File: src/sv/page_frame_buffer_glyph_writer_defines.svh
`ifndef PAGE_FRAME_BUFFER_GLYPH_WRITER_DEFINES_SVH
`define PAGE_FRAME_BUFFER_GLYPH_WRITER_DEFINES_SVH

// same-cycle implication, clocked on clk, off while in reset
`define PFBGW_ASSERT_IMP(label, pre, post, msg) \
    label: assert property (@(posedge clk) disable iff (!rst_n) (pre) |-> (post)) \
        else $error(msg);

// next-cycle implication, clocked on clk, off while in reset
`define PFBGW_ASSERT_NXT(label, pre, post, msg) \
    label: assert property (@(posedge clk) disable iff (!rst_n) (pre) |=> (post)) \
        else $error(msg);

`endif

File: src/sv/pfbgw_pkg.sv
`default_nettype none

package pfbgw_pkg;

    localparam int COLUMNS      = 128;
    localparam int PAGES        = 8;
    localparam int GLYPH_HEIGHT = 32;

    localparam int ROWS          = PAGES * 8;
    localparam int BYTES_PER_COL = GLYPH_HEIGHT / 8;
    localparam int GCOL_SHIFT    = $clog2(BYTES_PER_COL);
    localparam int COL_AW        = (COLUMNS > 1) ? $clog2(COLUMNS) : 1;
    localparam int PAGE_W        = (PAGES > 1) ? $clog2(PAGES) : 1;

    typedef enum logic [1:0] {
        KIND_PIXEL = 2'd0,
        KIND_GLYPH = 2'd1,
        KIND_READ  = 2'd2,
        KIND_CLEAR = 2'd3
    } kind_t;

    typedef enum logic [1:0] {
        ST_IDLE = 2'b01,
        ST_EXEC = 2'b10
    } state_t;

    // what every lane sees of an accepted transaction
    typedef struct packed {
        logic [COL_AW-1:0] col;
        logic [8:0]        start;
        logic              glyph;
        logic              pixel_on;
        logic [7:0]        glyph_byte;
    } lane_cmd_t;

    typedef struct packed {
        logic              req;
        logic              ok;
        logic [PAGE_W-1:0] page;
    } read_sel_t;

    typedef logic [PAGES-1:0][7:0] lane_bytes_t;

endpackage

`default_nettype wire

File: src/sv/pfbgw_lane.sv
`default_nettype none

module pfbgw_lane (
    input  wire logic                        clk,
    input  wire logic [pfbgw_pkg::PAGE_W-1:0] page,
    input  wire logic                        load,
    input  wire pfbgw_pkg::lane_cmd_t        cmd,
    input  wire logic                        commit,
    input  wire logic                        row_valid,
    output logic [7:0]                       old_byte
);

    logic [7:0]                   mem [pfbgw_pkg::COLUMNS];
    logic [7:0]                   rd_reg;
    logic [7:0]                   mask_reg;
    logic [7:0]                   mask_next;
    logic [7:0]                   bits_reg;
    logic [7:0]                   bits_next;
    logic [pfbgw_pkg::COL_AW-1:0] col_reg;
    logic [7:0]                   new_byte;
    logic                         we;

    // per-bit mask and value for this page
    for (genvar b = 0; b < 8; b++) begin : g_bit
        logic [8:0] row_abs;
        logic [8:0] diff;
        logic       in_span;
        logic [2:0] k;

        assign row_abs = 9'({page, 3'(b)});
        assign diff    = row_abs - cmd.start;
        assign k       = diff[2:0];
        assign in_span = (row_abs >= cmd.start)
                         && (cmd.glyph ? (diff < 9'd8) : (diff == 9'd0));
        assign mask_next[b] = in_span;
        assign bits_next[b] = cmd.glyph ? cmd.glyph_byte[3'd7 - k] : cmd.pixel_on;
    end

    assign old_byte = row_valid ? rd_reg : 8'd0;
    assign new_byte = (old_byte & ~mask_reg) | (bits_reg & mask_reg);
    assign we       = commit && ((mask_reg != 8'd0) || !row_valid);

    always_ff @(posedge clk)
    begin
        if (load)
        begin
            rd_reg   <= mem[cmd.col];
            mask_reg <= mask_next;
            bits_reg <= bits_next;
            col_reg  <= cmd.col;
        end
        if (we)
        begin
            mem[col_reg] <= new_byte;
        end
    end

endmodule

`default_nettype wire

File: config.mk
export PLATFORM = sky130hd
export DESIGN_NAME = pfbgw_lane
export DESIGN_NICKNAME = d
export VERILOG_FILES = /design/src/sv/page_frame_buffer_glyph_writer_defines.svh /design/src/sv/pfbgw_pkg.sv /design/src/sv/pfbgw_lane.sv
export SDC_FILE = /design/constraint.sdc
export NUM_CORES = 1
export LEC_CHECK = 0
export BUFFER_PORTS_ARGS = -buffer_cell sky130_fd_sc_hd__buf_2
export CAP_MARGIN = 20
export CORE_MARGIN = 2
export CORE_UTILIZATION = 60
export DETAILED_ROUTE_END_ITERATION = 7
export GPL_ROUTABILITY_DRIVEN = 0
export GPL_TIMING_DRIVEN = 0
export MAX_ROUTING_LAYER = met4
export PLACE_DENSITY = 0.76
export SLEW_MARGIN = 25
export SYNTH_ARGS = -nofsm -noshare
export SYNTH_HDL_FRONTEND = slang
export SYNTH_SLANG_ARGS = --single-unit
File: constraint.sdc
create_clock -name clk -period 4.1 [get_ports clk]
set_clock_uncertainty 0.2 [all_clocks]
set_input_delay 0.615 -clock clk [delete_from_list [all_inputs] [get_ports clk]]
set_output_delay 0.615 -clock clk [all_outputs]
set_load 0.02 [all_outputs]
# Word-level counts from Yosys, hierarchy flattened
# Memory sizes are Yosys's and may differ from the RTL's. A register that Yosys moved wholly into a read port is not among the register bits.
# Cells that the tools add are included.
[word_totals] regBits=23 latch_bits=0 ram_bits=1024 romBits=0 input_bits=33 memories=1
[memory_table] memory="mem" words=128 word_bits=8 read_ports=1 rd_clocked_by_memory_dff=1 wr=1 line="pfbgw_lane.sv:13" rtl="logic [7:0] mem [pfbgw_pkg::COLUMNS];"
[op_classes] add_sub_neg=16 n_mul=0 div=0 n_lt_le_gt_ge=24 eq_ne=0 shifts=0 muxes=35 bitwise_logic=4 n_reduce_logical=20
[ops] op="$ge 6x9->1" n=8
[ops] op="$logic_not 9->1" n=8
[ops] op="$lt 9x4->1 const B" n=8
[ops] op="$sub 6x9->9" n=8
[ops] op="$lt 3x4->1 const B" n=8
[ops] op="$mux 1" n=26
[ops] op="$bmux 1 s3" n=8
[ops] op="$sub 3x3->3 const A" n=8
[ops] op="$and 8x8->8" n=2
[ops] op="$logic_and 1x1->1" n=9
[ops] op="$mux 8" n=1
[ops] op="$not 8->8" n=1
[ops] op="$or 8x8->8" n=1
[ops] op="$reduce_bool 8->1" n=1
[ops] op="$logic_not 1->1" n=1
[ops] op="$logic_or 1x1->1" n=1

# Depth between registers and ports, before layout
# Gate-level depths: netlist of run 1.
[depth] depth_word=5 mapped_depth=9

# Worst setup path after synthesis of run 1
# No wires, ideal clock.
[synth_path] path_type="input to register" start="in cmd[19] (netlist name)" end="reg rd_reg[0] (read register of mem), data pin" setup_ps=260 arrival_time_ps=2992 slack_ps=648 cell_stages=6 path_buffers=2 cell_sequence="clkbuf_1 clkbuf_1 mux4_2 mux4_2 mux4_2 mux2_2"
[synth_rtl] element="start, declared" line="pfbgw_lane.sv:7" rtl="input wire pfbgw_pkg::lane_cmd_t cmd,"
[synth_rtl] element="end, declared" line="pfbgw_lane.sv:14" rtl="logic [7:0] rd_reg;"

==> results of run 1 <==
[placed cells by master (no fill, tap or decap), types with 11 or more instances in the layout]
| cell | n |
|---|---|
| clkbuf_2 | 11 |
| xnor2_1 | 13 |
| nor2_1 | 145 |
| clkinv_2 | 19 |
| a21oi_1 | 21 |
| inv_1 | 13 |
| o21ai_0 | 14 |
| a31oi_1 | 11 |
| buf_2 | 57 |
| edfxtp_1 | 1055 |
| clkbuf_16 | 103 |
| clkinv_1 | 34 |
| nand2_1 | 39 |
| clkbuf_1 | 52 |
| ha_1 | 18 |
| buf_1 | 20 |
| mux4_2 | 344 |
[final cells by class]
class	instances	area, um2
tap	931	1160
clock inverter	67	495
multi-input combinational	697	9880
clock buffer	120	2640
inverter	13	48.8
fill	4047	22000
buffer	94	430
sequential	1055	31700
timing repair buffer	54	487
[per-layer routing]
layer | vias to the layer above | share of wire (%) | track usage (%) | routed length [um]
met4 | 0 | 3.4 | 10.4 | 3460
met3 | 205 | 11 | 5.98 | 10800
met2 | 1407 | 49 | 46.5 | 49600
met1 | 10800 | 36 | 40.0 | 36700
li1 | 8169 | - | - | -
met5 | - | 0 | - | 0
[Yosys cell counts (2+ instances only)]
master,count
nand2b_1,2
nand2_1,39
nor3_1,3
mux2_2,17
or4_1,2
xnor2_1,13
buf_4,9
fa_1,2
o2111ai_1,2
mux2i_1,6
nand4_1,2
a22oi_1,2
mux4_2,344
buf_2,17
inv_1,13
xor2_1,5
nand3_1,10
clkbuf_1,44
edfxtp_1,1055
nor4_1,5
a31oi_1,11
a21oi_1,21
nor2_1,145
and2_1,8
o21ai_0,14
nor2b_1,10
a21o_1,4
or3_1,3
nand4b_1,2
buf_1,23
ha_1,18
[worst paths after layout]
| path | start | to | slack [ns] | depth (start not counted) |
|---|---|---|---|---|
| max | cmd[23] | rd_reg[3] | 0.12 | 7 |
| min | cmd[20] | col_reg[1] | 0.07 | 1 |
| max reg2reg | mask_reg[4] | mem[73][1] | 0.21 | 6 |
| min reg2reg | bits_reg[4] | mem[21][4] | 0.51 | 1 |
[stage by stage]
| step | cell area (um2) | setup TNS, ns | setup WS, ns | power (mW) |
|---|---|---|---|---|
| 4_1_cts | 46800 | 0 | 0.0494 | 22.8 |
| 3_5_place_dp | 43600 | -4.41 | -0.589 | 14.1 |
| 6_report | 46800 | 0 | 0.118 | 22.8 |
| 5_1_grt | 46800 | 0 | 0.156 | 23.3 |
| 2_1_floorplan | 41900 | 0 | 0.648 | 13.4 |
| 3_3_place_gp | 43300 | -3.93 | -0.519 | 14.0 |
[power by group]
group	switching [mW]	internal [mW]
Combinational	1.11	0.590
Clock	3.93	4.92
Sequential	0.0324	12.2
Total	5.07	17.7
[cell families after synthesis]
logic type,count (synthesis),synth area share [%]
compound gates,59,0.833
xor+xnor,18,0.376
fa+ha+maj,20,0.633
buf+inv,107,1.11
flops,1055,75.6
mux,367,19.1
simple gates,233,2.37
[worst max-delay path: stages]
cell	delay, ns
dlygate4sd3_1	0.52
buf_2	0.14
buf_1	0.78
clkbuf_1	0.76
mux4_2	0.49
mux4_2	0.55
mux2_2	0.31
[what timing repair did]
action	in CTS	in global routing
hold endpoints to repair	6	0
gates resized for setup	0	0
hold buffers	6	0
setup buffers	0	0
==> impl_metrics.env, run 1 <==
export IMPL_cts_root_buffer="clkbuf_16"
export IMPL_cp_arrival_ns=4.20
export IMPL_leakagePower_nw=14.6
export IMPL_vdd_drop_max_v=0.000410
export IMPL_finalCritPeriodShare_pct=97.1
export IMPL_via_per_inst=6.81
export IMPL_clk_latency_ns=0.67
export IMPL_drv_slew=0
export IMPL_synth_area_leaders="edfxtp_1, mux4_2, nor2_1, ha_1, mux2_2"
export IMPL_yosysTopAreaCell="edfxtp_1"
export IMPL_worstPathRequired_ns=4.31
export IMPL_clk_pin_slew_worst_paths_ns=0.06
export IMPL_synth_edf_count=1055
export IMPL_power_density_nw_per_um2=486
export IMPL_clock_sinks=1055
export IMPL_regMostFlops="mem"
export IMPL_syn_nets=1912
export IMPL_synthToLayoutAreaGrowth_pct=11.7
export IMPL_dp_hpwl_um=62900
export IMPL_num_antenna_cells=0
export IMPL_grt_pass1_wl_um=145000
export IMPL_synth_top_area_share_pct=75.6
export IMPL_async_reset_ff_share_pct=0
export IMPL_tightest_slew_ns=1.11
export IMPL_portBuffers=39
export IMPL_synth_cell_type_count=39
export IMPL_first_pass_iters=6
export IMPL_cts_buffers=102
export IMPL_rows=96
export IMPL_largest_register_ffs=1024
export IMPL_rsz0062_at_grt="no"
export IMPL_criticalPathCategory="primary input to flip-flop"
export IMPL_setup_viol=0
export IMPL_synth_seq_cells=1055
export IMPL_yosysWarnings=0
export IMPL_grtUsageTotal_pct=29.8
export IMPL_fin_nets=2070
export IMPL_core_um2=68800
export IMPL_syn_inst=1859
export IMPL_status="finished, final reports clean"
export IMPL_syn_area_per_cell_um2=22.5
export IMPL_drc=0
export IMPL_final_antenna_net_count=0
export IMPL_num_vias=20600
export IMPL_drv_cap=0
export IMPL_placed_cells=2837
export IMPL_cp_end_kind="flip-flop"
export IMPL_seq_area_frac_synth_pct=75.6
export IMPL_synth_main_ff_cell="edfxtp_1"
export IMPL_drive_gt1_share_pct=27.9
export IMPL_die_h_um=268
export IMPL_critPathMaxFanout=10
export IMPL_hold_path_class="primary input to flip-flop"
export IMPL_dieArea_um2=72000
export IMPL_fmax_ghz=0.251
export IMPL_grt_pass1_vias=20800
export IMPL_netlist_area_um2=41900
export IMPL_max_slew_margin_pct=26.0
export IMPL_start_util_pct=60.9
export IMPL_grt_overflow=0
export IMPL_min_period_ns=3.98
export IMPL_fin_hold_ws_ns=0.0664
export IMPL_stdcell_count=3031
export IMPL_drtIter0Drc=3026
export IMPL_num_io_pins=41
export IMPL_start_kind="primary input"
export IMPL_wl_per_cell_um=33.2
export IMPL_cts_tree="done"
export IMPL_htree_num_levels=3
export IMPL_grt_max_degree=113
export IMPL_antenna_found_initial=0
export IMPL_fin_util_pct=68.0
export IMPL_wirelength_um=101000
export IMPL_cts_buffer_depth=3
export IMPL_die_x_um=268
export IMPL_hold_viol=0
Note: power is estimated with default switching activity, not from simulation.
==> inputs of run 2 (changes only) <==
--- a/config.mk
+++ b/config.mk
@@ -14,6 +14,7 @@
 export GPL_TIMING_DRIVEN = 0
 export MAX_ROUTING_LAYER = met4
 export PLACE_DENSITY = 0.76
+export RECOVER_POWER = 100
 export SLEW_MARGIN = 25
 export SYNTH_ARGS = -nofsm -noshare
 export SYNTH_HDL_FRONTEND = slang
==> run 2 against run 1 <==
Effect of this change:
- the run now ends with capacitance limit, slew limit, setup timing left
- setup slack lost 0.12 ns
- core utilization is 0.43 points lower
- final area fell by 0.63%
- die area unchanged
- sequential power barely moved
- global-route usage is the same
- sequential share of layout area grew 0.43 points
- critical path depth did not move
- register-to-register slack got worse by 0.11 ns
- count of clock-buffer cells in the layout is the same
- largest power group unchanged
==> impl_metrics.env, run 2 (same netlist as run 1, synthesis figures left out) <==
export IMPL_largest_register_ffs=1024
export IMPL_min_period_ns=4.10
export IMPL_clock_sinks=1055
export IMPL_critPathMaxFanout=10
export IMPL_final_common_cell="edfxtp_1"
export IMPL_drtIter0Drc=3109
export IMPL_cts_buffers=102
export IMPL_die_h_um=268
export IMPL_leakagePower_nw=14.4
export IMPL_cp_end_kind="flip-flop"
export IMPL_dpl_worst_slack_ns=-0.589
export IMPL_clk_pin_slew_worst_paths_ns=0.06
export IMPL_vdd_drop_max_v=0.000410
export IMPL_cts_tree="done"
export IMPL_first_pass_iters=7
export IMPL_portBuffers=39
export IMPL_drv_slew=553
export IMPL_hold_path_class="primary input to flip-flop"
export IMPL_hold_viol=0
export IMPL_critical_path_top_delay_family="buffers and inverters"
export IMPL_worstPathRequired_ns=4.30
export IMPL_regMostFlops="mem"
export IMPL_rsz0062_at_grt="no"
export IMPL_final_cell_mix="edfxtp_1, mux4_2, nor2_1, clkbuf_16, clkbuf_1"
export IMPL_antenna_found_initial=1
export IMPL_final_antenna_net_count=0
export IMPL_via_per_inst=6.85
export IMPL_num_io_pins=41
export IMPL_fin_hold_ws_ns=0.0614
export IMPL_dp_hpwl_um=62900
export IMPL_cts_setup_buffers=0
export IMPL_tightest_slew_ns=2.52
export IMPL_grt_pass1_wl_um=145000
export IMPL_violations="capacitance limit, slew limit, setup timing"
export IMPL_fmax_ghz=0.244
export IMPL_die_x_um=268
export IMPL_worst_slack_ns=-0.00106
export IMPL_grt_overflow=0
export IMPL_grtUsageTotal_pct=29.8
export IMPL_crit_buf_inv=4
export IMPL_path_cells="dlygate4sd3_1 -> clkbuf_1 -> clkbuf_1 -> clkbuf_1 -> mux4_2 -> mux4_2 -> mux2_1"
export IMPL_wirelength_um=101000
export IMPL_power_density_nw_per_um2=488
export IMPL_htree_num_levels=3
export IMPL_drv_cap=9
export IMPL_fin_nets=2070
export IMPL_drc=0
export IMPL_start_kind="primary input"
export IMPL_grt_pass1_vias=20800
export IMPL_synthToLayoutAreaGrowth_pct=11.0
export IMPL_cpMaxStageDelayCell="clkbuf_1"
export IMPL_dieArea_um2=72000
export IMPL_status="finished, violations left"
export IMPL_num_antenna_cells=0
export IMPL_grt_max_degree=113
export IMPL_setup_viol=1
export IMPL_core_um2=68800
export IMPL_max_slew_margin_pct=-67.7
export IMPL_num_vias=20800
export IMPL_finalCritPeriodShare_pct=100
export IMPL_drive_gt1_share_pct=26.3
export IMPL_cp_arrival_ns=4.30
export IMPL_max_stage_delay_ns=0.83
export IMPL_clk_latency_ns=0.67
export IMPL_cts_root_buffer="clkbuf_16"
export IMPL_criticalPathCategory="primary input to flip-flop"
export IMPL_cts_buffer_depth=3
export IMPL_crit_path_frequent_cell="clkbuf_1"
export IMPL_fin_util_pct=67.6
export IMPL_start_util_pct=60.9
export IMPL_wl_per_cell_um=33.3
export IMPL_rows=96
-- run 2: per-layer routing --
| metal | vias up | global-route usage (%) | share of wire [%] |
|---|---|---|---|
| li1 | 8190 | - | - |
| met1 | 10900 | 40.0 | 36 |
| met2 | 1424 | 46.5 | 49 |
| met3 | 236 | 5.98 | 11 |
| met4 | 0 | 10.4 | 3.6 |
| met5 | - | - | 0 |
-- run 2: worst paths after layout --
| path | cells after the start | to | startpoint | slack (ns) |
|---|---|---|---|---|
| max | 7 | rd_reg[6] | cmd[23] | -0.001 |
| min | 1 | col_reg[1] | cmd[20] | 0.06 |
| max reg2reg | 6 | mem[61][7] | mask_reg[4] | 0.10 |
| min reg2reg | 1 | mem[21][4] | bits_reg[4] | 0.84 |
-- run 2: timing repair --
action	4_1_cts	5_1_grt
endpoints found under the hold margin	6	0
gates resized for setup	0	0
hold buffers	6	0
setup endpoints to repair	0	0
-- run 2: layout make-up --
class                   count  area (um2)
plain buffers              94         424
clock buffers             120        2640
clock inverters            67         495
fillers                  4094       22300
inverters                  13        48.8
multi-input cells         697        9760
flip-flops and latches   1055       31700
well taps                 931        1160
repair buffers             54         320
-- run 2: power by group --
| part | total (mW) | internal [mW] | switching (mW) | leakage, nW |
|---|---|---|---|---|
| Sequential | 12.2 | 12.2 | 0.0290 | 9.58 |
| Clock | 8.85 | 4.92 | 3.93 | 1.54 |
| Combinational | 1.62 | 0.523 | 1.10 | 3.31 |
-- run 2: stage by stage --
step | cells | area [um2] | power [mW] | setup TNS (ns)
2_1_floorplan | 1859 | 41900 | 13.4 | 0
3_3_place_gp | 2829 | 43300 | 14.0 | -3.93
3_5_place_dp | 2837 | 43600 | 14.1 | -4.41
4_1_cts | 3030 | 46800 | 22.8 | 0
5_1_grt | 3031 | 46500 | 23.2 | 0
6_report | 3031 | 46500 | 22.7 | -0.00106
