--- src/sv/page_frame_buffer_glyph_writer_defines.svh ---
`ifndef PAGE_FRAME_BUFFER_GLYPH_WRITER_DEFINES_SVH
`define PAGE_FRAME_BUFFER_GLYPH_WRITER_DEFINES_SVH

// same-cycle implication, clocked on clk, off while in reset
`define PFBGW_ASSERT_IMP(label, pre, post, msg) \
    label: assert property (@(posedge clk) disable iff (!rst_n) (pre) |-> (post)) \
        else $error(msg);

// next-cycle implication, clocked on clk, off while in reset
`define PFBGW_ASSERT_NXT(label, pre, post, msg) \
    label: assert property (@(posedge clk) disable iff (!rst_n) (pre) |=> (post)) \
        else $error(msg);

`endif

--- src/sv/pfbgw_pkg.sv ---
`default_nettype none

package pfbgw_pkg;

    localparam int COLUMNS      = 128;
    localparam int PAGES        = 8;
    localparam int GLYPH_HEIGHT = 32;

    localparam int ROWS          = PAGES * 8;
    localparam int BYTES_PER_COL = GLYPH_HEIGHT / 8;
    localparam int GCOL_SHIFT    = $clog2(BYTES_PER_COL);
    localparam int COL_AW        = (COLUMNS > 1) ? $clog2(COLUMNS) : 1;
    localparam int PAGE_W        = (PAGES > 1) ? $clog2(PAGES) : 1;

    typedef enum logic [1:0] {
        KIND_PIXEL = 2'd0,
        KIND_GLYPH = 2'd1,
        KIND_READ  = 2'd2,
        KIND_CLEAR = 2'd3
    } kind_t;

    typedef enum logic [1:0] {
        ST_IDLE = 2'b01,
        ST_EXEC = 2'b10
    } state_t;

    // what every lane sees of an accepted transaction
    typedef struct packed {
        logic [COL_AW-1:0] col;
        logic [8:0]        start;
        logic              glyph;
        logic              pixel_on;
        logic [7:0]        glyph_byte;
    } lane_cmd_t;

    typedef struct packed {
        logic              req;
        logic              ok;
        logic [PAGE_W-1:0] page;
    } read_sel_t;

    typedef logic [PAGES-1:0][7:0] lane_bytes_t;

endpackage

`default_nettype wire

--- src/sv/pfbgw_merge.sv ---
`default_nettype none

module pfbgw_merge (
    input  wire logic                   clk,
    input  wire logic                   rst_n,
    input  wire pfbgw_pkg::lane_bytes_t lane_bytes,
    input  wire pfbgw_pkg::read_sel_t   sel,
    output logic                        result_strobe,
    output logic [7:0]                  column_byte
);

    logic       strobe_reg;
    logic [7:0] byte_reg;
    logic [7:0] byte_next;

    assign byte_next = sel.ok ? lane_bytes[sel.page] : 8'd0;

    always_ff @(posedge clk or negedge rst_n)
    begin
        if (!rst_n)
        begin
            strobe_reg <= 1'b0;
        end
        else
        begin
            strobe_reg <= sel.req;
        end
    end

    always_ff @(posedge clk)
    begin
        if (sel.req)
        begin
            byte_reg <= byte_next;
        end
    end

    assign result_strobe = strobe_reg;
    assign column_byte   = byte_reg;

endmodule

`default_nettype wire

--- config.mk ---
export PLATFORM = sky130hd
export DESIGN_NAME = pfbgw_merge
export DESIGN_NICKNAME = d
export VERILOG_FILES = /design/src/sv/page_frame_buffer_glyph_writer_defines.svh /design/src/sv/pfbgw_pkg.sv /design/src/sv/pfbgw_merge.sv
export SDC_FILE = /design/constraint.sdc
export NUM_CORES = 1
export LEC_CHECK = 0
export BUFFER_PORTS_ARGS = -buffer_cell sky130_fd_sc_hd__buf_2
export CAP_MARGIN = 20
export CORE_MARGIN = 10
export CORE_UTILIZATION = 38
export DETAILED_ROUTE_END_ITERATION = 8
export PLACE_DENSITY = 0.81
export SYNTH_ARGS = -nofsm -noshare
export SYNTH_HDL_FRONTEND = slang
export SYNTH_SLANG_ARGS = --single-unit
--- constraint.sdc ---
create_clock -name clk -period 0.8 [get_ports clk]
set_clock_uncertainty 0.2 [all_clocks]
set_input_delay 0.08 -clock clk [delete_from_list [all_inputs] [get_ports clk]]
set_output_delay 0.08 -clock clk [all_outputs]
set_load 0.02 [all_outputs]
Word level (Yosys, flattened, before mapping)
Cells that the tools add are included.
Cells by class
  mux-type cells: 2
  magnitude comparators: 1
Operators by type and width (count)
  binary-select mux 8 bit (select 3 bit): 1
  two-way mux 8 bit: 1
  less-than comparator 3 x 4 -> 1 bit (second input constant): 1
Storage, ports and cells
  register bits after elaboration: 9
  word-level logic and storage cells: 5
  output and inout bits: 9

Longest topological paths before layout
Gate-level depths: netlist of run 1.
  word-level depth: 2
  depth in mapped cells: 5
  depth with buffers taken out: 3

Worst setup path after synthesis of run 1
Ideal clock, no wire load.
  kind: input-to-reg
  start: input port sel[1] (netlist bit)
  end: register byte_reg[5], in the netlist column_byte[5], data pin
  stages: 5
  data required time: 0.341 ns
  arrival time: 0.983 ns
  setup slack: -0.642 ns
  cells stage by stage: buf_6 > buf_12 > mux4_2 > mux2i_1 > nor2_1
On the way
  cells in the longest elaborated chain, start to end: 2
Ends and longest elaborated chain
  from (decl): RTL line pfbgw_merge.sv:7  | input wire pfbgw_pkg::read_sel_t sel,
  binary-select mux 8 bit (select 3 bit): RTL line pfbgw_merge.sv:16  | assign byte_next = sel.ok ? lane_bytes[sel.page] : 8'd0;
  two-way mux 8 bit (not written as such): RTL line pfbgw_merge.sv:16
  to (signal assigned): RTL line pfbgw_merge.sv:34  | byte_reg <= byte_next;
  to (decl): RTL line pfbgw_merge.sv:13  | logic [7:0] byte_reg;
Every way passes these cells. The select of a mux whose other input is x is not followed.
A chain may end at the register's enable or synchronous reset.

Worst setup path after layout of run 1
  start: input port sel[1] (netlist bit)
  end: register byte_reg[4], in the netlist column_byte[4], data pin
Same word-level chain as after synthesis.

==> results.md, run 1 <==
- Synth cell count leaders: sky130_fd_sc_hd__edfxtp_1, sky130_fd_sc_hd__mux2i_1, sky130_fd_sc_hd__mux4_1, sky130_fd_sc_hd__mux4_2, sky130_fd_sc_hd__nor2_1
- Final design utilization: slightly below 70%
- Proportion of netlist area held by the largest area contributor: ~29%
- WL/cell: 20.51 um
- Slew @ Worst Pin: 0.2502 ns
- Number of DRC markers in iteration 0: 22
- Total of endpoints with negative setup slack in the final report: 17
- Number of cells after detailed placement: 151
- Maximum achievable frequency: 0.8147 GHz
- Setup repair after global routing missed its margin: true
- Post-synth cell types: 11
- Clk slew on worst S/H paths: 0.06 ns
- Number of routed nets with antenna violations: 0
- Required time of the critical path: 0.60 ns
- Power per cell area: between 1000 and 1500 nW/um^2
- Cells on Worst Hold Path: 1
- Warnings from Yosys: 0
- Number of CTS-inserted buffers: 3
- Die outline height: approximately 66 um
- Dominant cells by area after synthesis: sky130_fd_sc_hd__edfxtp_1, sky130_fd_sc_hd__mux4_1, sky130_fd_sc_hd__mux4_2, sky130_fd_sc_hd__mux2i_1, sky130_fd_sc_hd__nor2_1
- Nets in the synthesized netlist: 118
- Worst hold path startpoint: sel[4]
- Number of sinks handled by clock tree synthesis: 9
- TritonCTS clock tree: yes
- Hold Crit Endpoint: result_strobe
- Number of global-route vias before repair: 958
- Ratio of cells with drive above 1 in the final layout: 78.63%
- Fin nets: between 200 and 250
- Tot GR Track Use: 13.92%
- Floorplan Core Area: 2002 sq um
- Number of max-slew violations in the final report: 0
- Pre-CTS WS: -0.8080 ns
- Startpoint types: primary input
- Non-filler cells, final: ~160
- Pleak: roughly 0.65 nW
- Endpoints failing hold: 10
- Count of buffer and inverter cells on the critical path: 2
- Final critical delay including setup and external delays: 1.227 ns
- Gr ovfl total: 0
- CP peak stage delay: 0.50 ns
- Flip-flop and latch count after synthesis: 9
- Vias after detailed routing: around 800
- Slowest library cell on the worst path: sky130_fd_sc_hd__mux4_2
- Share of flip-flops with an asynchronous set or reset after synthesis: between 10% and 20%
- Number of search-and-repair iterations in the first detailed-routing pass: 4
- Chip Width: 66.41 um
- Register area: 265.3 sq um
- Final period util: 153.4%
- Failing checks: negative hold slack, negative setup slack
- Root buf cell: sky130_fd_sc_hd__clkbuf_4
- Top cell family by delay on the critical path: multiplexers
- Type of the most critical hold path: in2reg
- Cell area after technology mapping: 818.3 sq um
- Type of destination of the critical path: flip-flop
- Worst relative slew slack: 83.32%
- Total wire length: ~3.2 mm
- Worst-path cell chain: buf_8 > buf_12 > mux4_2 > mux2i_1 > nor2_1
- Cell taking the most area after synthesis: sky130_fd_sc_hd__edfxtp_1
- Clock Tree Buf Depth: 2
- Max Fanout on Critical Path: 8
- DIE AREA: 4410 sq um
- Vias per Instance: 5.057
- CTS Hold Buffers Added: 1
- Final setup slack of the worst path: -0.4274 ns
- Initial antenna violation count: 0
- Initial Util: 40.88%
- Main flop type after synthesis: sky130_fd_sc_hd__edfxtp_1
- H-tree depth: 1
- Count of buffers inserted at the top-level ports: 79
- Post-synthesis to final-layout area growth: 65.14%
- Mean cell area of the mapped netlist: 17.41 sq um
- Post-synthesis sequential area ratio: 32.42%
- Number of ports placed on the die boundary: 80
- CP arrival: roughly 1.0 ns
- Worst Hold Slack: -0.1435 ns
- Combined area of the multi-input logic cells: ~470 sq um
- Post-synth EDFFs: 8
- Maxcap violations: 0
- Result of the run: finished, violations left
- Last weighted congestion value of the routability-driven placer: approximately 0.7
- Critical path class: in2reg
- Fillers: 146
- Antenna diode count: 0
- Global-route wire length before repair: 4.692 mm
- Residual DRC: 0
- Floorplan row count: 16
- Cell count after synthesis: 47
- Worst ir drop on vdd: about 600 uV
- Pin count of the biggest net entering global routing: 10
- Detailed-placement wirelength estimate: 2.673 mm
[cell usage in the layout (no fill, tap or decap), drive strengths merged]
| cell | n |
|---|---|
| buf | 84 |
| dlygate4sd3 | 1 |
| mux4 | 16 |
| nor2 | 8 |
| inv | 1 |
| edfxtp | 8 |
| clkbuf | 4 |
| mux2i | 8 |
| dfrtp | 1 |
[where the power goes]
group | switching, mW | total (mW) | internal [mW]
sequential | 0.0192 | 0.585 | 0.566
clock | 0.148 | 0.339 | 0.192
combinational | 0.244 | 0.644 | 0.400
[how the worst max path moves through the flow]
stage | start | end | slack, ns | depth (start not counted)
after floorplan | sel[1] | column_byte[5] | -0.62 | 5
after global placement | sel[1] | column_byte[7] | -0.78 | 5
after detailed placement | sel[1] | column_byte[4] | -0.81 | 5
after CTS | sel[1] | column_byte[4] | -0.44 | 5
after global routing | sel[1] | column_byte[2] | -0.47 | 5
final | sel[1] | column_byte[4] | -0.43 | 5
[timing repair]
item	CTS	global route
setup endpoints to repair	17	17
pin swaps	3	4
hold endpoints to repair	10	10
resized for setup	17	16
gates cloned	1	0
setup buffers	1	0
[stage by stage]
step	setup TNS, ns	power (mW)	hold WS, ns	instance area (sq um)
2_1_floorplan	-4.847	0.8960	-0.4156	829.5
3_3_place_gp	-5.842	1.100	-0.3456	1234
3_5_place_dp	-6.161	1.127	-0.3439	1234
4_1_cts	-5.533	1.518	-0.1469	1301
5_1_grt	-6.121	1.646	-0.1407	1351
6_report	-5.524	1.568	-0.1435	1351
[kinds of logic after synthesis]
kind of cell  count (synthesis)  share of synthesized area [%]
simple gates                  8                          3.670
buf+inv                       6                          6.422
mux                          24                          57.49
flops                         9                          32.42
[metal layers]
| metal | wire, um | vias to the layer above | track usage (%) |
|---|---|---|---|
| met5 | 0 | - | 0 |
| met4 | 46 | 0 | 4.974 |
| met3 | 263 | 6 | 5.424 |
| met2 | 1834 | 45 | 25.72 |
| met1 | 1096 | 380 | 13.60 |
| li1 | - | 368 | - |
[layout make-up]
cell class                      instances  share of cell area, %
Multi-Input combinational cell         32                  34.81
Inverter                                1                 0.2778
Tap cell                               27                  2.500
Clock buffer                            4                  1.944
Sequential cell                         9                  19.63
Timing Repair Buffer                   85                  40.83
[sequential cells by signal, indices dropped and copies added (netlist names)]
| name | flops |
|---|---|
| result_strobe | 1 |
| column_byte | 8 |
(Power assumes the default switching activity.)
==> inputs of run 2 (changes only) <==
Settings changed: CAP_MARGIN 20 to 40, MAX_ROUTING_LAYER from default to met4, SETUP_SLACK_MARGIN from default to 0.2.
==> run 2 against run 1 <==
Effect of this change:
- the run still ends with negative hold slack, negative setup slack left
- hold slack about the same
- sequential power barely moved
- first-iteration DRC count up 41%
- total power barely moved
- via count up 0.75%
- sequential cell count unchanged
- clock power is essentially flat
- combinational power is essentially flat
==> results.md, run 2 (synthesis gave the netlist of run 1 again) <==
- Result of the run: finished, violations left (unchanged)
- Failing checks: negative hold slack, negative setup slack (unchanged)
- CP arrival: 1.03 ns (about the same)
- Commonest non-fill, non-tap cells in the layout: sky130_fd_sc_hd__buf_2, sky130_fd_sc_hd__mux4_2, sky130_fd_sc_hd__buf_6 (unchanged)
- Maximum achievable frequency: 0.8127 GHz (was 0.8147 GHz)
- Critical path class: in2reg (unchanged)
- Largest register FFs: 8 (unchanged)
- Worst Hold Slack: -0.1436 ns (was -0.1435 ns)
- Initial antenna violation count: 0 (unchanged)
- Detailed-placement wirelength estimate: 2.673 mm (unchanged)
- Final period util: 153.8% (was 153.4%)
- Post-Route Setup TNS: -5.534 ns (was -5.524 ns)
- Maxcap violations: 0 (unchanged)
- H-tree depth: 1 (unchanged)
- Type of destination of the critical path: flip-flop (unchanged)
- CTS Hold Buffers Added: 1 (unchanged)
- Number of max-slew violations in the final report: 0 (unchanged)
- Final setup slack of the worst path: -0.4305 ns (was -0.4274 ns)
- Ratio of cells with drive above 1 in the final layout: 78.63% (unchanged)
- Die outline height: 66.41 um (unchanged)
- Clock Tree Buf Depth: 2 (unchanged)
- Count of buffers inserted at the top-level ports: 79 (unchanged)
- Final critical delay including setup and external delays: 1.230 ns (was 1.227 ns)
- WL/cell: 20.68 um (was 20.51 um)
- Clk slew on worst S/H paths: 0.06 ns (about the same)
- Antenna diode count: 0 (unchanged)
- Slew @ Worst Pin: 0.2500 ns (was 0.2502 ns)
- Initial Util: 40.88% (unchanged)
- Total Power Consumption: 1.570 mW (was 1.568 mW)
- Number of ports placed on the die boundary: 80 (unchanged)
- Global-route wire length before repair: 4.685 mm (was 4.692 mm)
- Top routing layer in use: met4 (unchanged)
- Worst ir drop on vdd: 599.4 uV (was 599.1 uV)
- Total cell area at the placement stage: 1234 sq um (unchanged)
- Total wire length: 3.268 mm (was 3.240 mm)
- Max Fanout on Critical Path: 8 (unchanged)
- Chip Width: 66.41 um (unchanged)
- Number of search-and-repair iterations in the first detailed-routing pass: 4 (unchanged)
- Pin count of the biggest net entering global routing: 10 (unchanged)
- Startpoint types: primary input (unchanged)
- Pleak: 0.6512 nW (unchanged)
- Fin nets: 203 (unchanged)
- Vias after detailed routing: 805 (was 799)
- Number of DRC markers in iteration 0: 31 (was 22)
- Number of sinks handled by clock tree synthesis: 9 (unchanged)
- Final design utilization: 67.50% (unchanged)
- Gr ovfl total: 0 (unchanged)
- Last weighted congestion value of the routability-driven placer: 0.7217 (was 0.7136)
- Number of global-route vias before repair: 958 (unchanged)
- Tot GR Track Use: 14.31% (was 13.92%)
- Vias per Instance: 5.095 (was 5.057)
- Floorplan Core Area: 2002 sq um (unchanged)
- Post-synthesis to final-layout area growth: 65.14% (unchanged)
- Floorplan row count: 16 (unchanged)
- Setup repair after global routing missed its margin: true (unchanged)
- DIE AREA: 4410 sq um (unchanged)
- Residual DRC: 0 (unchanged)
- Detail Route met2 WL: 1.837 mm (was 1.834 mm)
- Endpoints failing hold: 10 (unchanged)
- Number of CTS-inserted buffers: 3 (unchanged)
- Met1 Wirelength: 1.210 mm (was 1.096 mm)
- Root buf cell: sky130_fd_sc_hd__clkbuf_4 (unchanged)
- Type of the most critical hold path: in2reg (unchanged)
- Total met3 wirelength after detailed routing: 168 um (was 263 um)
- Total of endpoints with negative setup slack in the final report: 17 (unchanged)
- Worst relative slew slack: 83.33% (was 83.32%)
- Number of routed nets with antenna violations: 0 (unchanged)
- Power per cell area: 1162 nW/um^2 (was 1161 nW/um^2)
- Most frequent standard cell in the layout excluding fill and tap cells: sky130_fd_sc_hd__buf_2 (unchanged)
- Required time of the critical path: 0.60 ns (about the same)
- Design Area, Final: 1351 sq um (unchanged)
- TritonCTS clock tree: yes (unchanged)
## run 2: cell counts in the layout (fill, tap and decap cells not counted)
Identical to the previous run, type by type.
## run 2: final cells by class
cell class / instances / area [sq um]
tap: 27 / 33.78
clock buffer: 4 / 26.28
inverter: 1 / 3.754
fill: 146 / 650.6
multi-input combinational: 32 / 470.5
sequential: 9 / 265.3
timing repair buffer: 85 / 551.8
## run 2: path summary, 6_finish.rpt
path,endpoint,cells after the start,from,slack [ns]
max,column_byte[4],5,sel[1],-0.43
min,result_strobe,1,sel[4],-0.14
max in group asynchronous,result_strobe,2,rst_n,0.39
min in group asynchronous,result_strobe,2,rst_n,-0.07
## run 2: stage by stage
stage	cells	hold slack, ns	setup WS [ns]
detailed placement	151	-0.3439	-0.8080
global placement	151	-0.3456	-0.7823
CTS	158	-0.1469	-0.4424
finish	158	-0.1436	-0.4305
floorplan	47	-0.4156	-0.6183
global route	158	-0.1407	-0.4737
## run 2: metal layers
metal  GRT usage [%]  vias to the layer above
met5               -                        -
met4           4.974                        0
met3           3.220                        6
met2           25.72                       47
met1           14.88                      384
li1                -                      368
## run 2: power breakdown
part | total (mW) | internal, mW | switching [mW] | leakage [nW]
sequential | 0.585 | 0.566 | 0.0192 | 0.0888
combinational | 0.646 | 0.400 | 0.246 | 0.547
clock | 0.339 | 0.192 | 0.147 | 0.0150
total | 1.57 | 1.16 | 0.413 | 0.651
## run 2: critical path, cell delays in order
cell	delay [ns]
sky130_fd_sc_hd__buf_8	0.09
sky130_fd_sc_hd__buf_12	0.13
sky130_fd_sc_hd__mux4_2	0.50
sky130_fd_sc_hd__mux2i_1	0.17
sky130_fd_sc_hd__nor2_1	0.06
## run 2: what timing repair did
action / 4_1_cts / 5_1_grt
pin swaps: 3 / 4
gates resized for setup: 17 / 16
setup buffers: 1 / 0
gates cloned: 1 / 0
endpoints found under the setup margin: 17 / 17
endpoints found under the hold margin: 10 / 10
==> inputs of run 3 (changes only) <==
Settings changed: CORE_UTILIZATION 38 to 37, CTS_BUF_LIST from default to sky130_fd_sc_hd__clkbuf_8, PLACE_DENSITY 0.81 to 0.79.
Clock period 0.8 ns to 1.25 ns, I/O delays scaled along.
==> run 3 against run 2 <==
Effect of this change:
- the run ends with negative setup slack left
- non-clock buffer count grew 2
- routed wire length shrank 5.1%
- via count grew 1.2%
- hold slack gained 0.15 ns
- cell area grew 3.1%
- critical path depth is the same
- clock power shrank 6%
- count of clock-buffer cells in the layout shrank 1
- critical path type unchanged
- largest power group unchanged
==> results.md, run 3 (synthesis gave the netlist of run 1 again) <==
- Die outline height: 67.03 um (was 66.41 um)
- Largest register FFs: 8 (unchanged)
- Root buf cell: sky130_fd_sc_hd__clkbuf_8 (was sky130_fd_sc_hd__clkbuf_4)
- Total of endpoints with negative setup slack in the final report: 6 (was 17)
- Type of destination of the critical path: flip-flop (unchanged)
- Critical path class: in2reg (unchanged)
- Pleak: 0.6775 nW (was 0.6512 nW)
- Number of max-slew violations in the final report: 0 (unchanged)
- Final period util: 104.7%
- Most frequent standard cell in the layout excluding fill and tap cells: sky130_fd_sc_hd__buf_2 (unchanged)
- DIE AREA: 4492 sq um (was 4410 sq um)
- Total cell area at the placement stage: 1241 sq um (was 1234 sq um)
- Number of ports placed on the die boundary: 80 (unchanged)
- Setup repair after global routing missed its margin: true (unchanged)
- Power per cell area: 796.6 nW/um^2 (was 1162 nW/um^2)
- Type of the most critical hold path: in2async (was in2reg)
- Total wire length: 3.102 mm (was 3.268 mm)
- Final design utilization: 68.94% (was 67.50%)
- Slowest library cell on the worst path: sky130_fd_sc_hd__mux4_2 (unchanged)
- Fin nets: 205 (was 203)
- Result of the run: finished, violations left (unchanged)
- Last weighted congestion value of the routability-driven placer: 0.7617 (was 0.7217)
- Number of routed nets with antenna violations: 0 (unchanged)
- Worst Hold Slack: 0.004471 ns (was -0.1436 ns)
- Pre-CTS WS: -0.4159 ns (was -0.8080 ns)
- Detailed-placement wirelength estimate: 2.615 mm (was 2.673 mm)
- Antenna diode count: 0 (unchanged)
- Register area: 265.3 sq um (unchanged)
- Number of search-and-repair iterations in the first detailed-routing pass: 4 (unchanged)
- Final setup slack of the worst path: -0.05929 ns (was -0.4305 ns)
- Tot GR Track Use: 13.93% (was 14.31%)
- Commonest non-fill, non-tap cells in the layout: sky130_fd_sc_hd__buf_2, sky130_fd_sc_hd__mux4_2, sky130_fd_sc_hd__buf_6 (unchanged)
- Worst ir drop on vdd: 444.8 uV (was 599.4 uV)
- Number of global-route vias before repair: 969 (was 958)
- Number of CTS-inserted buffers: 3 (unchanged)
- H-tree depth: 1 (unchanged)
- Ratio of cells with drive above 1 in the final layout: 77.44% (was 78.63%)
- Floorplan Core Area: 2022 sq um (was 2002 sq um)
- Initial antenna violation count: 0 (unchanged)
- CP arrival: 1.08 ns (was 1.03 ns)
- CP peak stage delay: 0.50 ns (about the same)
- Number of DRC markers in iteration 0: 36 (was 31)
- Chip Width: 67.03 um (was 66.41 um)
- TritonCTS clock tree: yes (unchanged)
- Gr ovfl total: 0 (unchanged)
- Required time of the critical path: 1.02 ns (was 0.60 ns)
- Worst relative slew slack: 83.14% (was 83.33%)
- Floorplan row count: 16 (unchanged)
- Post-synthesis to final-layout area growth: 70.34% (was 65.14%)
- Clk slew on worst S/H paths: 0.04 ns (was 0.06 ns)
- Fillers: 161 (was 146)
- Vias after detailed routing: 815 (was 805)
- Met3 track demand over resource: 4.013% (was 3.220%)
- Residual DRC: 0 (unchanged)
- Maximum achievable frequency: around 0.76 GHz
- Failing checks: negative setup slack (was negative hold slack, negative setup slack)
- Combined area of the multi-input logic cells: 474.2 sq um (was 470.5 sq um)
- Clock Tree Buf Depth: 2 (unchanged)
- Slew @ Worst Pin: 0.2526 ns (was 0.2500 ns)
- GRT met1 Usage: 14.81% (was 14.88%)
- Pin count of the biggest net entering global routing: 13 (was 10)
- Most used routing layer: met2 (unchanged)
- Design Area, Final: 1394 sq um (was 1351 sq um)
- Maxcap violations: 0 (unchanged)
- Number of sinks handled by clock tree synthesis: 9 (unchanged)
- Worst-path cell chain: buf_12 > buf_12 > mux4_2 > mux2i_1 > nor2_1 (was buf_8 > buf_12 > mux4_2 > mux2i_1 > nor2_1)
- CP most frequent cell: sky130_fd_sc_hd__buf_12
- Startpoint types: primary input (unchanged)
- Met2 track utilization from global routing: 23.82% (was 25.72%)
- Initial Util: 40.47% (was 40.88%)
- Vias per Instance: 5.094 (was 5.095)
- Count of buffers inserted at the top-level ports: 79 (unchanged)
- Endpoints failing hold: 0 (was 10)
- WL/cell: 19.39 um (was 20.68 um)
- Global-route wire length before repair: 4.643 mm (was 4.685 mm)
- Max Fanout on Critical Path: 5 (was 8)
- Final critical delay including setup and external delays: 1.309 ns
## run 3: per-layer routing
layer  up-vias  part of all wire, %
met5         -                    0
met4         0                  2.8
met3         6                  8.2
met2        51                   51
met1       386                   38
li1        372                    -
## run 3: cell type report
cell class              count  share of cell area (%)
inverters                   1                  0.2693
multi-input cells          32                   34.02
clock inverters             1                  0.2693
clock buffers               3                   2.962
well taps                  27                   2.424
repair buffers             87                   41.02
flip-flops and latches      9                   19.03
## run 3: final timing paths
check | slack (ns) | cells after the start | from | to
min in group clk | 0.05 | 1 | sel[4] | column_byte[7]
max in group asynchronous | 0.76 | 2 | rst_n | result_strobe
worst max-delay path | -0.06 | 5 | sel[1] | column_byte[7]
worst min-delay path | 0.004 | 2 | rst_n | result_strobe
## run 3: what timing repair did
action,CTS,global route
buffers inserted,1,0
gates cloned,1,0
endpoints found under the hold margin,2,0
gates resized for setup,30,2
pin swaps,2,6
endpoints found under the setup margin,16,18
hold buffers,3,0
## run 3: power by group
group	total [mW]	internal [mW]	leakage, nW	switching, mW
sequential	0.375	0.363	0.0888	0.0119
clock	0.320	0.213	0.0269	0.107
combinational	0.416	0.261	0.562	0.155
## run 3: critical path, delay by kind of cell
| kind | cells | cell delay [ns] |
|---|---|---|
| mux | 2 | 0.68 |
| buf+inv | 2 | 0.20 |
| simple gates | 1 | 0.07 |
## run 3: stage by stage
step           cells  setup TNS, ns  power [mW]
5_1_grt          160        -0.5530       1.164
3_3_place_gp     152         -2.544      0.7069
2_1_floorplan     47         -1.607      0.5735
6_report         160        -0.2311       1.110
3_5_place_dp     152         -2.758      0.7219
4_1_cts          161        -0.1524       1.113
